<file path="config.mk">
export PLATFORM = sky130hd
export DESIGN_NAME = gdfw_ctrl
export DESIGN_NICKNAME = d
export VERILOG_FILES = /design/src/gdfw_pkg.sv /design/src/gdfw_ctrl.sv
export SDC_FILE = /design/constraint.sdc
export NUM_CORES = 1
export LEC_CHECK = 0
export ABC_AREA = 0
export BUFFER_PORTS_ARGS = -buffer_cell sky130_fd_sc_hd__buf_4
export CORE_MARGIN = 5
export CORE_UTILIZATION = 40
export DETAILED_ROUTE_END_ITERATION = 8
export PLACE_DENSITY = 0.67
export SLEW_MARGIN = 10
export SYNTH_ARGS = -nofsm -noshare
export SYNTH_HDL_FRONTEND = slang
export SYNTH_SLANG_ARGS = --single-unit
</file>
<file path="constraint.sdc">
create_clock -name clk -period 1.8 [get_ports clk]
set_input_delay 0.18 -clock clk [delete_from_list [all_inputs] [get_ports clk]]
set_output_delay 0.18 -clock clk [all_outputs]
set_load 0.02 [all_outputs]
</file>
<file path="src/gdfw_pkg.sv">
`default_nettype none

package gdfw_pkg;

  localparam int MAX_VERTICES = 64;
  localparam int MAX_EDGES    = 256;
  localparam int EDGE_SLOTS   = 2 * MAX_EDGES;

  localparam int LABEL_W  = 8;
  localparam int INDEX_W  = 6;
  localparam int VCOUNT_W = 7;

  localparam int VTX_W   = $clog2(MAX_VERTICES);
  localparam int DEPTH_W = $clog2(MAX_VERTICES + 1);
  localparam int EDGE_AW = $clog2(EDGE_SLOTS);
  localparam int LINK_W  = $clog2(EDGE_SLOTS + 1);

  typedef enum logic [1:0] {
    ACT_CLEAR     = 2'd0,
    ACT_SET_LABEL = 2'd1,
    ACT_ADD_EDGE  = 2'd2,
    ACT_START     = 2'd3
  } action_t;

  typedef enum logic [1:0] {
    ST_OK        = 2'd0,
    ST_NOT_FOUND = 2'd1,
    ST_FULL      = 2'd2
  } result_status_t;

  typedef struct packed {
    action_t              action;
    logic [INDEX_W-1:0]   vertex_index;
    logic [LABEL_W-1:0]   first_label;
    logic [LABEL_W-1:0]   second_label;
  } command_t;

  typedef struct packed {
    logic [LABEL_W-1:0]   visited_label;
    logic [INDEX_W-1:0]   visited_index;
    result_status_t       status;
    logic                 last;
  } result_t;

  typedef struct packed {
    logic [VTX_W-1:0]     nbr;
    logic [LINK_W-1:0]    link;
  } edge_t;

  typedef enum logic [4:0] {
    DP_NONE,
    DP_LOAD,
    DP_CLEAR,
    DP_SET_LABEL,
    DP_ACK,
    DP_SEARCH_STEP,
    DP_LINK_RA,
    DP_LINK_WA,
    DP_LINK_RB,
    DP_LINK_WB,
    DP_VISIT_ROOT,
    DP_VISIT_LOAD,
    DP_EDGE_READ,
    DP_EDGE_TAKE,
    DP_POP,
    DP_POP_LOAD,
    DP_FINISH
  } dp_op_t;

  typedef struct packed {
    dp_op_t         op;
    result_status_t ack_status;
  } dp_cmd_t;

  typedef struct packed {
    action_t action;
    logic    srch_done;
    logic    a_found;
    logic    b_found;
    logic    store_full;
    logic    top_null;
    logic    depth_one;
    logic    take_visit;
  } dp_flags_t;

endpackage

`default_nettype wire

</file>
<file path="src/gdfw_ctrl.sv">
`default_nettype none

module gdfw_ctrl (
  input  logic                clk,
  input  logic                rst,
  input  logic                start,
  output logic                busy,
  input  gdfw_pkg::dp_flags_t flags,
  output gdfw_pkg::dp_cmd_t   cmd
);
  import gdfw_pkg::*;

  typedef enum logic [3:0] {
    S_IDLE,
    S_DISPATCH,
    S_SEARCH,
    S_LINK_WA,
    S_LINK_RB,
    S_LINK_WB,
    S_VLOAD,
    S_STEP,
    S_TAKE,
    S_POPLOAD
  } state_t;

  state_t state;
  state_t state_next;

  always_comb begin
    state_next     = state;
    cmd.op         = DP_NONE;
    cmd.ack_status = ST_OK;
    case (state)
      S_IDLE: begin
        if (start) begin
          cmd.op     = DP_LOAD;
          state_next = S_DISPATCH;
        end
      end
      S_DISPATCH: begin
        case (flags.action)
          ACT_CLEAR: begin
            cmd.op     = DP_CLEAR;
            state_next = S_IDLE;
          end
          ACT_SET_LABEL: begin
            cmd.op     = DP_SET_LABEL;
            state_next = S_IDLE;
          end
          default: state_next = S_SEARCH;
        endcase
      end
      S_SEARCH: begin
        if (!flags.srch_done) begin
          cmd.op = DP_SEARCH_STEP;
        end else if (flags.action == ACT_START) begin
          if (flags.a_found) begin
            cmd.op     = DP_VISIT_ROOT;
            state_next = S_VLOAD;
          end else begin
            cmd.op         = DP_ACK;
            cmd.ack_status = ST_NOT_FOUND;
            state_next     = S_IDLE;
          end
        end else if (!(flags.a_found && flags.b_found)) begin
          cmd.op         = DP_ACK;
          cmd.ack_status = ST_NOT_FOUND;
          state_next     = S_IDLE;
        end else if (flags.store_full) begin
          cmd.op         = DP_ACK;
          cmd.ack_status = ST_FULL;
          state_next     = S_IDLE;
        end else begin
          cmd.op     = DP_LINK_RA;
          state_next = S_LINK_WA;
        end
      end
      S_LINK_WA: begin
        cmd.op     = DP_LINK_WA;
        state_next = S_LINK_RB;
      end
      S_LINK_RB: begin
        cmd.op     = DP_LINK_RB;
        state_next = S_LINK_WB;
      end
      S_LINK_WB: begin
        cmd.op     = DP_LINK_WB;
        state_next = S_IDLE;
      end
      S_VLOAD: begin
        cmd.op     = DP_VISIT_LOAD;
        state_next = S_STEP;
      end
      S_STEP: begin
        if (!flags.top_null) begin
          cmd.op     = DP_EDGE_READ;
          state_next = S_TAKE;
        end else if (flags.depth_one) begin
          cmd.op     = DP_FINISH;
          state_next = S_IDLE;
        end else begin
          cmd.op     = DP_POP;
          state_next = S_POPLOAD;
        end
      end
      S_TAKE: begin
        cmd.op     = DP_EDGE_TAKE;
        state_next = flags.take_visit ? S_VLOAD : S_STEP;
      end
      S_POPLOAD: begin
        cmd.op     = DP_POP_LOAD;
        state_next = S_STEP;
      end
      default: state_next = S_IDLE;
    endcase
  end

  always_ff @(posedge clk) begin
    if (rst) begin
      state <= S_IDLE;
      busy  <= 1'b0;
    end else begin
      state <= state_next;
      busy  <= (state_next != S_IDLE);
    end
  end

endmodule

`default_nettype wire

</file>
# Word-level counts from Yosys, hierarchy flattened
# Cells that the tools add are included.
# word_totals
register_bits	5
out_inout_bits	8
# classes
eq_ne	11
n_mux	25
reduce_logical	6
# op_table
operator	count
$pmux 5 s10	1
$mux 4	8
$pmux 4 s8	1
$eq 4x3->1 const B	4
$mux 5	3
$mux 2	6
$eq 4x2->1 const B	2
$eq 4x4->1 const B	2
$mux 7	1
$eq 4x1->1 const B	1
$logic_not 4->1	1
$pmux 2 s2	1
$reduce_bool 4->1	1
$reduce_or 2->1	2
$mux 1	3
$mux 3	1
$eq 2x1->1 const B	1
$eq 2x2->1 const B	1
$logic_not 2->1	1
$logic_and 1x1->1	1

# Longest topological paths before layout
# Gate-level depths: netlist of run 1.
# logic_depth
word_depth	6
mapped_depth	6
mapped_depth_nobuf	5

# Worst setup path before layout of run 1
# OpenSTA, ideal clock, no wires.
# synth_timing
path_type	flip-flop to output port
from	register state[0]
to	output cmd[2] (netlist name)
arrival_time_ps	1385
path_slack_ps	235
stages_incl_launch_ff	6
n_path_buf	2
cell_sequence	dfxtp_1 > buf_6 > clkbuf_8 > o2111ai_1 > a21oi_1 > a221oi_1
# synth_rtl
element	line_no	source
start, declared	gdfw_ctrl.sv:26	state_t state;
start signal, assigned	gdfw_ctrl.sv:123	state <= state_next;
end, declared	gdfw_ctrl.sv:9	output gdfw_pkg::dp_cmd_t cmd

==> flow_metrics.tcl, run 1 <==
set metrics [dict create \
    run_status "complete, no violations" \
    antennaDiodeCount 0 \
    required_ns 1.62 \
    post_synth_inst_count 73 \
    grt_setup_unrepaired "true" \
    drt_pre_antenna_iters 4 \
    stdcell_area_um2 697 \
    fin_worst_skew_ns 0.00125 \
    fillerInstances 134 \
    post_drt_wl_per_cell_um 13.4 \
    wire_length_of_the_first_global_routing_pass_um 2370 \
    finish.net_count 107 \
    net_count_after_synthesis 85 \
    maxCapViolations 0 \
    detail_route.drc_violations 0 \
    fin_crit_sh_pct 97.5 \
    synth_top_area_cell "sky130_fd_sc_hd__dfxtp_1" \
    top_library_cells_by_usage_in_the_layout_fill_and_taps_aside "sky130_fd_sc_hd__buf_4 (22), sky130_fd_sc_hd__nor2_1 (11), sky130_fd_sc_hd__nand2_1 (9), sky130_fd_sc_hd__inv_1 (6), sky130_fd_sc_hd__a21oi_1 (5)" \
    hpwl_um 1100 \
    synth.avg_cell_area_um2 7.32 \
    cts.root.buffer_cell "sky130_fd_sc_hd__clkbuf_4" \
    placement.io_buffers 19 \
    cts_tree "done" \
    drt_iter0_drc 6 \
    routed-via-count 589 \
    via_density_per_instance 5.40 \
    critical_path_class "reg -> out" \
    coreArea_mm2 0.00128 \
    dieWidth_um 46.5 \
    total_design_power_mw 0.355 \
    hold_viol_final 0 \
    synth_enable_flop_cells 0 \
    layout-area-overhead-vs-synth_pct 30.4 \
    layout-drive-gt1-share_pct 39.4 \
    final_common_cell "sky130_fd_sc_hd__buf_4" \
    worst_setup_path_start_kind "flop" \
    globalplace.congestion 0.779 \
    hp-class "in -> reg" \
    fin_ws_ns 0.0458 \
    static_leakage_nw 0.309 \
    rows 13 \
    die_area_mm2 0.00217 \
    final_period_minus_worst_setup_slack_ns 1.75 \
    ir_drop_v 0.000373 \
    clkTransAtPathRegs_ns 0.04 \
    report.final.slew_viol_count 0 \
    timing.critical_path.to_type "output pin" \
    asyncSetResetFlopFracSynth_pct 0 \
    setup_failing_eps_final 0 \
    dpl-instance-area_um2 647 \
    cts_inserted_buffers 3 \
    syn-cell-area_um2 534 \
    post_synth_main_area_contributors "sky130_fd_sc_hd__dfxtp_1 (19%), sky130_fd_sc_hd__nor2_1 (8.4%), sky130_fd_sc_hd__clkbuf_8 (7.7%)" \
    floorplan.initialDensity_pct 41.6 \
    worst-slew-pin-transition_ns 0.571 \
    placement.setup.worst_slack_ns 0.229 \
    max_clock_freq_mhz 570 \
    synth_cell_type_count 29 \
    overflow 0 \
    grt_pass1_vias 574 \
    clock_latency_ns 0.24 \
    synth_top_cell_area_share_pct 18.7 \
    wirelength_um 1460 \
    htreeDepth 1 \
    clk_path_buf_depth 2 \
    synth-warning-count 0 \
    largest_net_degree_at_the_start_of_global_routing 17 \
    clock_sinks 5 \
    worst_ep_arrival_time_ns 1.57 \
    floorplan.io_pins 20 \
    yosys_most_used_dff "sky130_fd_sc_hd__dfxtp_1" \
    slew_headroom_pct 61.9 \
    postSynthRegisterBits 5 \
    grt_usage_pct 15.6 \
    seq_area_frac_synth_pct 18.7 \
    path_max_fanout 15 \
    ant_nets 0 \
    power_density_mw_per_mm2 510 \
    antenna_found_initial 0 \
    fp.dieH_um 46.5 \
]
[cell usage after synthesis (2+ instances only)]
cell                       instances
sky130_fd_sc_hd__clkbuf_8          3
sky130_fd_sc_hd__nor3_1            2
sky130_fd_sc_hd__dfxtp_1           5
sky130_fd_sc_hd__o21ai_0           5
sky130_fd_sc_hd__buf_6             2
sky130_fd_sc_hd__a21oi_1           5
sky130_fd_sc_hd__nor2_1           12
sky130_fd_sc_hd__nand3_1           3
sky130_fd_sc_hd__nand2_1           9
sky130_fd_sc_hd__a31oi_1           2
sky130_fd_sc_hd__inv_1             6
sky130_fd_sc_hd__nand4_1           2
[worst paths after layout]
| path | start | end | slack (ns) | cells past startpoint |
|---|---|---|---|---|
| worst min-delay path | rst | busy | 0.32 | 3 |
| worst max register to register | state[3] | busy | 0.23 | 6 |
| worst min register to register | state[0] | state[3] | 0.69 | 2 |
| worst max-delay path | state[2] | cmd[3] | 0.05 | 4 |
[where the power goes]
group | total (mW) | switching, mW | internal (mW)
clock network | 0.125 | 0.0418 | 0.0835
logic | 0.102 | 0.0510 | 0.0515
registers | 0.128 | 0.0120 | 0.116
[registers in the layout (all words and copies together), names as in the netlist]
register / flops
busy: 1
state: 4
[per-stage QoR]
stage	TNS (ns)	cells	hold WS, ns	util, %
after global routing	-0.0313	109	0.326	54.2
after CTS	0	109	0.313	53.4
after global placement	0	104	0.560	50.3
after floorplan	0	73	0.448	-
final	0	109	0.322	54.2
after detailed placement	0	104	0.572	50.3
[logic make-up after synthesis]
kind of cell	count (synthesis)	share of synthesized area (%)
AOI/OAI and AO/OA	20	26.7
xor gates and xnor gates	1	1.64
buffers and inverters	11	16.2
DFF	5	18.7
and+or+nand+nor	36	36.8
[critical path: stages, from the launching register on]
cell,delay (ns)
sky130_fd_sc_hd__dfxtp_1,0.67
sky130_fd_sc_hd__nor3_1,0.12
sky130_fd_sc_hd__a32oi_1,0.24
sky130_fd_sc_hd__nand3_1,0.12
sky130_fd_sc_hd__buf_4,0.18
[repair_timing]
| item | CTS | global route |
|---|---|---|
| pin swaps | 1 | 1 |
| gates resized for setup | 4 | 4 |
| hold buffers | 0 | 0 |
| buffers inserted | 1 | 0 |
| setup endpoints to repair | 2 | 4 |
[final cells by class]
type | instances | area (um^2) | area share (%)
multi-input combinational | 57 | 358 | 51.3
clock buffer | 4 | 26.3 | 3.77
timing repair buffer | 22 | 165 | 23.7
sequential | 5 | 106 | 15.3
tap | 15 | 18.8 | 2.69
inverter | 6 | 22.5 | 3.23
[routing by layer]
metal / wire length [um] / global-route usage, %
met1: 636 / 17.5
met2: 732 / 26.1
met3: 83 / 2.73
met4: 8 / 11.4
met5: 0 / 0
Note: power is estimated with default switching activity, not from simulation.
==> inputs of run 2 (changes only) <==
--- a/config.mk
+++ b/config.mk
@@ -10,7 +10,7 @@
 export CORE_MARGIN = 5
 export CORE_UTILIZATION = 40
 export DETAILED_ROUTE_END_ITERATION = 8
-export PLACE_DENSITY = 0.67
+export PLACE_DENSITY = 0.75
 export SLEW_MARGIN = 10
 export SYNTH_ARGS = -nofsm -noshare
 export SYNTH_HDL_FRONTEND = slang
==> flow_metrics.tcl, run 2 (synthesis results as in run 1) <==
set metrics [dict create \
    run_status "complete, no violations" \
    grt_usage_pct 14.7 \
    static_leakage_nw 0.311 \
    fin_crit_sh_pct 96.1 \
    worst-slew-pin-transition_ns 0.483 \
    layout-drive-gt1-share_pct 37.9 \
    timing.critical_path.to "cmd[5]" \
    via_density_per_instance 5.45 \
    placed_cells_incl_taps 103 \
    fin_worst_skew_ns 0.00515 \
    required_ns 1.62 \
    fin_ws_ns 0.0698 \
    r2r_end "busy" \
    reg_top3 "state x4, busy x1" \
    sequentialPowerShare_pct 34.8 \
    final_common_cell "sky130_fd_sc_hd__buf_4" \
    drt_iter0_drc 19 \
    worst_r2r_path_depth 5 \
    hp-class "in -> reg" \
    floorplan.initialDensity_pct 41.6 \
    placement.setup.worst_slack_ns 0.194 \
    crit_slowest_cell "sky130_fd_sc_hd__nor4_4" \
    htreeDepth 1 \
    floorplan.io_pins 20 \
    rows 13 \
    cts_inserted_buffers 3 \
    clock_latency_ns 0.25 \
    detail_route.drc_violations 0 \
    post_drt_wl_per_cell_um 13.2 \
    clockPowerShare_pct 37.5 \
    antennaDiodeCount 0 \
    combPwrFrac_pct 27.7 \
    coreArea_mm2 0.00128 \
    routed-via-count 600 \
    clock_sinks 5 \
    net-switching-power_mw 0.113 \
    placement.io_buffers 19 \
    fp.dieH_um 46.5 \
    clk_path_buf_depth 2 \
    power_density_mw_per_mm2 515 \
    critical-path-max-stage-delay_ns 0.36 \
    drt_pre_antenna_iters 4 \
    globalplace.congestion 0.852 \
    final_period_minus_worst_setup_slack_ns 1.73 \
    grt_setup_unrepaired "true" \
    largest_register "state" \
    clkTransAtPathRegs_ns 0.05 \
    startpoint "state[3]" \
    cts.root.buffer_cell "sky130_fd_sc_hd__clkbuf_4" \
    worst_ep_arrival_time_ns 1.55 \
    rrSetupSlack_ns 0.31 \
    wirelength_um 1450 \
    finish.net_count 108 \
    hold_viol_final 0 \
    max_clock_freq_mhz 578 \
    largest_net_degree_at_the_start_of_global_routing 16 \
    critical_path_cell_by_cell "nand2b_4, nor4_4, and2_4, a31oi_1, nand2_1, buf_6" \
    grt_pass1_vias 518 \
    ant_nets 0 \
    cts_tree "done" \
    overflow 0 \
    critical_path_class "reg -> out" \
    cts_hold_repair_buffers 0 \
    largest_reg_flops 4 \
    top_library_cells_by_usage_in_the_layout_fill_and_taps_aside "sky130_fd_sc_hd__buf_4 (22), sky130_fd_sc_hd__nor2_1 (12), sky130_fd_sc_hd__nand2_1 (9), sky130_fd_sc_hd__inv_1 (6), sky130_fd_sc_hd__a21oi_1 (5)" \
    rr_startpoint "state[3]" \
    layout-area-overhead-vs-synth_pct 31.4 \
    worst_setup_path_start_kind "flop" \
    hpwl_um 1090 \
    ir_drop_v 0.000288 \
    layout.cells.non_filler 110 \
    maxCapViolations 0 \
    report.final.slew_viol_count 0 \
    dieWidth_um 46.5 \
    antenna_found_initial 0 \
    timing.critical_path.to_type "output pin" \
    slew_headroom_pct 67.8 \
    die_area_mm2 0.00217 \
    path_max_fanout 4 \
    setup_failing_eps_final 0 \
    wire_length_of_the_first_global_routing_pass_um 2200 \
    power_switching_share_pct 31.2 \
    cell_internal_pwr_mw 0.249 \
]
[run 2: critical path, delay by kind of cell, from the launching register on]
kind / cells / cell delay (ns)
and+or+nand+nor: 4 / 0.81
DFF: 1 / 0.35
AOI/OAI and AO/OA: 1 / 0.04
buffers and inverters: 1 / 0.11
[run 2: worst min path at each step]
stage                   from  endpoint  slack [ns]  depth (start not counted)
floorplan           flags[1]  state[3]        0.45                          3
global placement         rst      busy        0.57                          3
detailed placement       rst      busy        0.57                          3
CTS                      rst      busy        0.31                          3
global route             rst  state[1]        0.33                          3
finish                   rst  state[1]        0.32                          3
[run 2: stage by stage]
step                      utilization, %  setup TNS (ns)  instance area [um^2]  hold slack [ns]  power [mW]
after floorplan                        -               0                   534            0.448       0.191
after global placement              49.8               0                   639            0.570       0.227
after detailed placement            49.8               0                   639            0.574       0.227
after CTS                           51.9               0                   667            0.314       0.366
after global routing                54.6         -0.0359                   702            0.329       0.382
final                               54.6               0                   702            0.319       0.362
[run 2: power groups by stage]
stage	Sequential, mW	Combinational (mW)	Clock [mW]
2_1_floorplan	0.123	0.0676	0
3_3_place_gp	0.129	0.0973	0
3_5_place_dp	0.130	0.0975	0
4_1_cts	0.128	0.0980	0.140
5_1_grt	0.127	0.110	0.145
6_report	0.126	0.100	0.135
[run 2: final cells by class]
type / count / area [um^2]
clock buffers: 4 / 26.3
flip-flops and latches: 5 / 109
fillers: 122 / 583
multi-input cells: 57 / 349
inverters: 6 / 22.5
repair buffers: 23 / 176
well taps: 15 / 18.8
[run 2: what timing repair did]
item,4_1_cts,5_1_grt
resized for setup,1,7
endpoints found under the setup margin,2,4
buffers inserted,0,3
hold endpoints to repair,0,0
pin swaps,0,3
[run 2: per-layer routing]
| layer | routed length [um] | vias to the layer above | GRT usage (%) | share of wire, % |
|---|---|---|---|---|
| met2 | 646 | 27 | 20.1 | 45 |
| met1 | 647 | 265 | 18.6 | 45 |
| met5 | 0 | - | 0 | 0 |
| li1 | - | 304 | - | - |
| met3 | 122 | 4 | 3.13 | 8.4 |
| met4 | 31 | 0 | 13.6 | 2.1 |
==> inputs of run 3 (changes only) <==
--- a/config.mk
+++ b/config.mk
@@ -7,10 +7,11 @@
 export LEC_CHECK = 0
 export ABC_AREA = 0
 export BUFFER_PORTS_ARGS = -buffer_cell sky130_fd_sc_hd__buf_4
-export CORE_MARGIN = 5
-export CORE_UTILIZATION = 40
+export CORE_AREA = 5 5 42 44
 export DETAILED_ROUTE_END_ITERATION = 8
-export PLACE_DENSITY = 0.75
+export DIE_AREA = 0 0 47 49
+export GPL_ROUTABILITY_DRIVEN = 1
+export PLACE_DENSITY = 0.66
 export SLEW_MARGIN = 10
 export SYNTH_ARGS = -nofsm -noshare
 export SYNTH_HDL_FRONTEND = slang
==> flow_metrics.tcl, run 3 (synthesis results as in run 1) <==
set metrics [dict create \
    run_status "complete, no violations" \
    slew_headroom_pct 66.4 \
    report.final.slew_viol_count 0 \
    layout.cells.non_filler 111 \
    static_leakage_nw 0.312 \
    htreeDepth 1 \
    layout-area-overhead-vs-synth_pct 32.1 \
    post_drt_wl_per_cell_um 12.0 \
    timing.critical_path.to_type "output pin" \
    clock_latency_ns 0.24 \
    via_density_per_instance 5.39 \
    stdcell_area_um2 706 \
    fp.dieH_um 49 \
    clkTransAtPathRegs_ns 0.04 \
    timing.critical_path.max_delay_family "simple AND/OR/NAND/NOR gates" \
    setup_failing_eps_final 0 \
    critical_path_class "reg -> out" \
    placed_cells_incl_taps 104 \
    total_design_power_mw 0.354 \
    cts_tree "done" \
    globalplace.congestion 0.815 \
    fillerInstances 159 \
    placement.setup.worst_slack_ns 0.219 \
    worst_setup_path_start_kind "flop" \
    worst-path-buf-inv 1 \
    clock_sinks 5 \
    dpl-instance-area_um2 641 \
    floorplan.io_pins 20 \
    largest_net_degree_at_the_start_of_global_routing 16 \
    fin_ws_ns 0.0785 \
    required_ns 1.62 \
    overflow 0 \
    rows 14 \
    largest_reg_flops 4 \
    worst-slew-pin-transition_ns 0.503 \
    antennaDiodeCount 0 \
    grt_usage_pct 12.9 \
    placement.io_buffers 19 \
    maxCapViolations 0 \
    worstHoldPathCells 3 \
    wirelength_um 1330 \
    hold-worst-slack_ns 0.307 \
    critical-path-max-stage-delay_ns 0.37 \
    clk_path_buf_depth 2 \
    final_core_utilization_pct 50.4 \
    rrSetupSlack_ns 0.29 \
    drt_pre_antenna_iters 4 \
    fin_tns_setup_ns 0 \
    ir_drop_v 0.000378 \
    routed-via-count 598 \
    r2r_end "busy" \
    grt_pass1_vias 528 \
    cts.root.buffer_cell "sky130_fd_sc_hd__clkbuf_4" \
    crit_slowest_cell "sky130_fd_sc_hd__nor4_4" \
    max_clock_freq_mhz 581 \
    cts_inserted_buffers 3 \
    detail_route.drc_violations 0 \
    hpwl_um 1080 \
    layout-drive-gt1-share_pct 37.9 \
    worst_r2r_path_depth 5 \
    cts_hold_repair_buffers 0 \
    coreArea_mm2 0.00140 \
    power_density_mw_per_mm2 501 \
    dieWidth_um 47 \
    final_period_minus_worst_setup_slack_ns 1.72 \
    rr_startpoint "state[2]" \
    reg_top3 "state x4, busy x1" \
    path_max_fanout 4 \
    floorplan.initialDensity_pct 38.1 \
    critical_path_cell_by_cell "nand2b_4, nor4_4, and2_4, a31oi_1, nand2_1, buf_6" \
    hp-class "in -> reg" \
    die_area_mm2 0.00230 \
    top_library_cells_by_usage_in_the_layout_fill_and_taps_aside "sky130_fd_sc_hd__buf_4 (22), sky130_fd_sc_hd__nor2_1 (12), sky130_fd_sc_hd__nand2_1 (9), sky130_fd_sc_hd__inv_1 (6), sky130_fd_sc_hd__a21oi_1 (5)" \
    finish.net_count 108 \
    fin_worst_skew_ns 0.00227 \
    timing.hold.worst_endpoint "state[0]" \
    hold_viol_final 0 \
    wire_length_of_the_first_global_routing_pass_um 2260 \
    drt_iter0_drc 11 \
    hold_start "flags[3]" \
    ant_nets 0 \
    antenna_found_initial 0 \
    worst_ep_arrival_time_ns 1.54 \
    final_common_cell "sky130_fd_sc_hd__buf_4" \
    fin_crit_sh_pct 95.6 \
    largest_register "state" \
]
run 3: cell types whose count changed in the layout (fill, tap and decap cells not counted):
cell,before,now
sky130_fd_sc_hd__dfxtp_2,1,0
sky130_fd_sc_hd__dfxtp_4,2,3
run 3: routing by layer:
layer | routed length (um) | vias up | track usage [%]
li1 | - | 309 | -
met1 | 568 | 262 | 18.3
met2 | 625 | 23 | 17.9
met3 | 106 | 4 | 2.95
met4 | 33 | 0 | 5.99
met5 | 0 | - | 0
run 3: worst max path at each step:
stage	from	to	slack, ns	depth (start not counted)
final	state[3]	cmd[5]	0.08	6
after global routing	state[3]	cmd[5]	-0.003	6
after CTS	state[2]	cmd[5]	0.01	5
after detailed placement	state[0]	busy	0.22	6
after global placement	state[1]	cmd[5]	0.25	6
after floorplan	state[0]	cmd[2]	0.24	5
run 3: repair_timing:
item                                    4_1_cts  5_1_grt
endpoints found under the setup margin        1        3
gates resized for setup                       1        8
pin swaps                                     0        3
endpoints found under the hold margin         0        0
setup buffers                                 0        3
run 3: power breakdown:
group	switching [mW]	leakage, nW	internal, mW
clock	0.0448	0.0150	0.0837
sequential	0.00905	0.0431	0.114
combinational	0.0514	0.254	0.0508
run 3: final cells by class:
class	instances	area (um^2)	share of cell area, %
Clock buffer	4	26.3	3.72
Inverter	6	22.5	3.19
Multi-Input combinational cell	57	349	49.5
Sequential cell	5	111	15.8
Tap cell	16	20.0	2.84
Timing Repair Buffer	23	176	25.0
run 3: worst register-to-register path, delay by kind of cell (launching register included):
kind                   cells  cell delay (ns)
DFF                        1             0.63
AOI/OAI and AO/OA          1             0.14
and+or+nand+nor            3             0.50
buffers and inverters      1             0.12
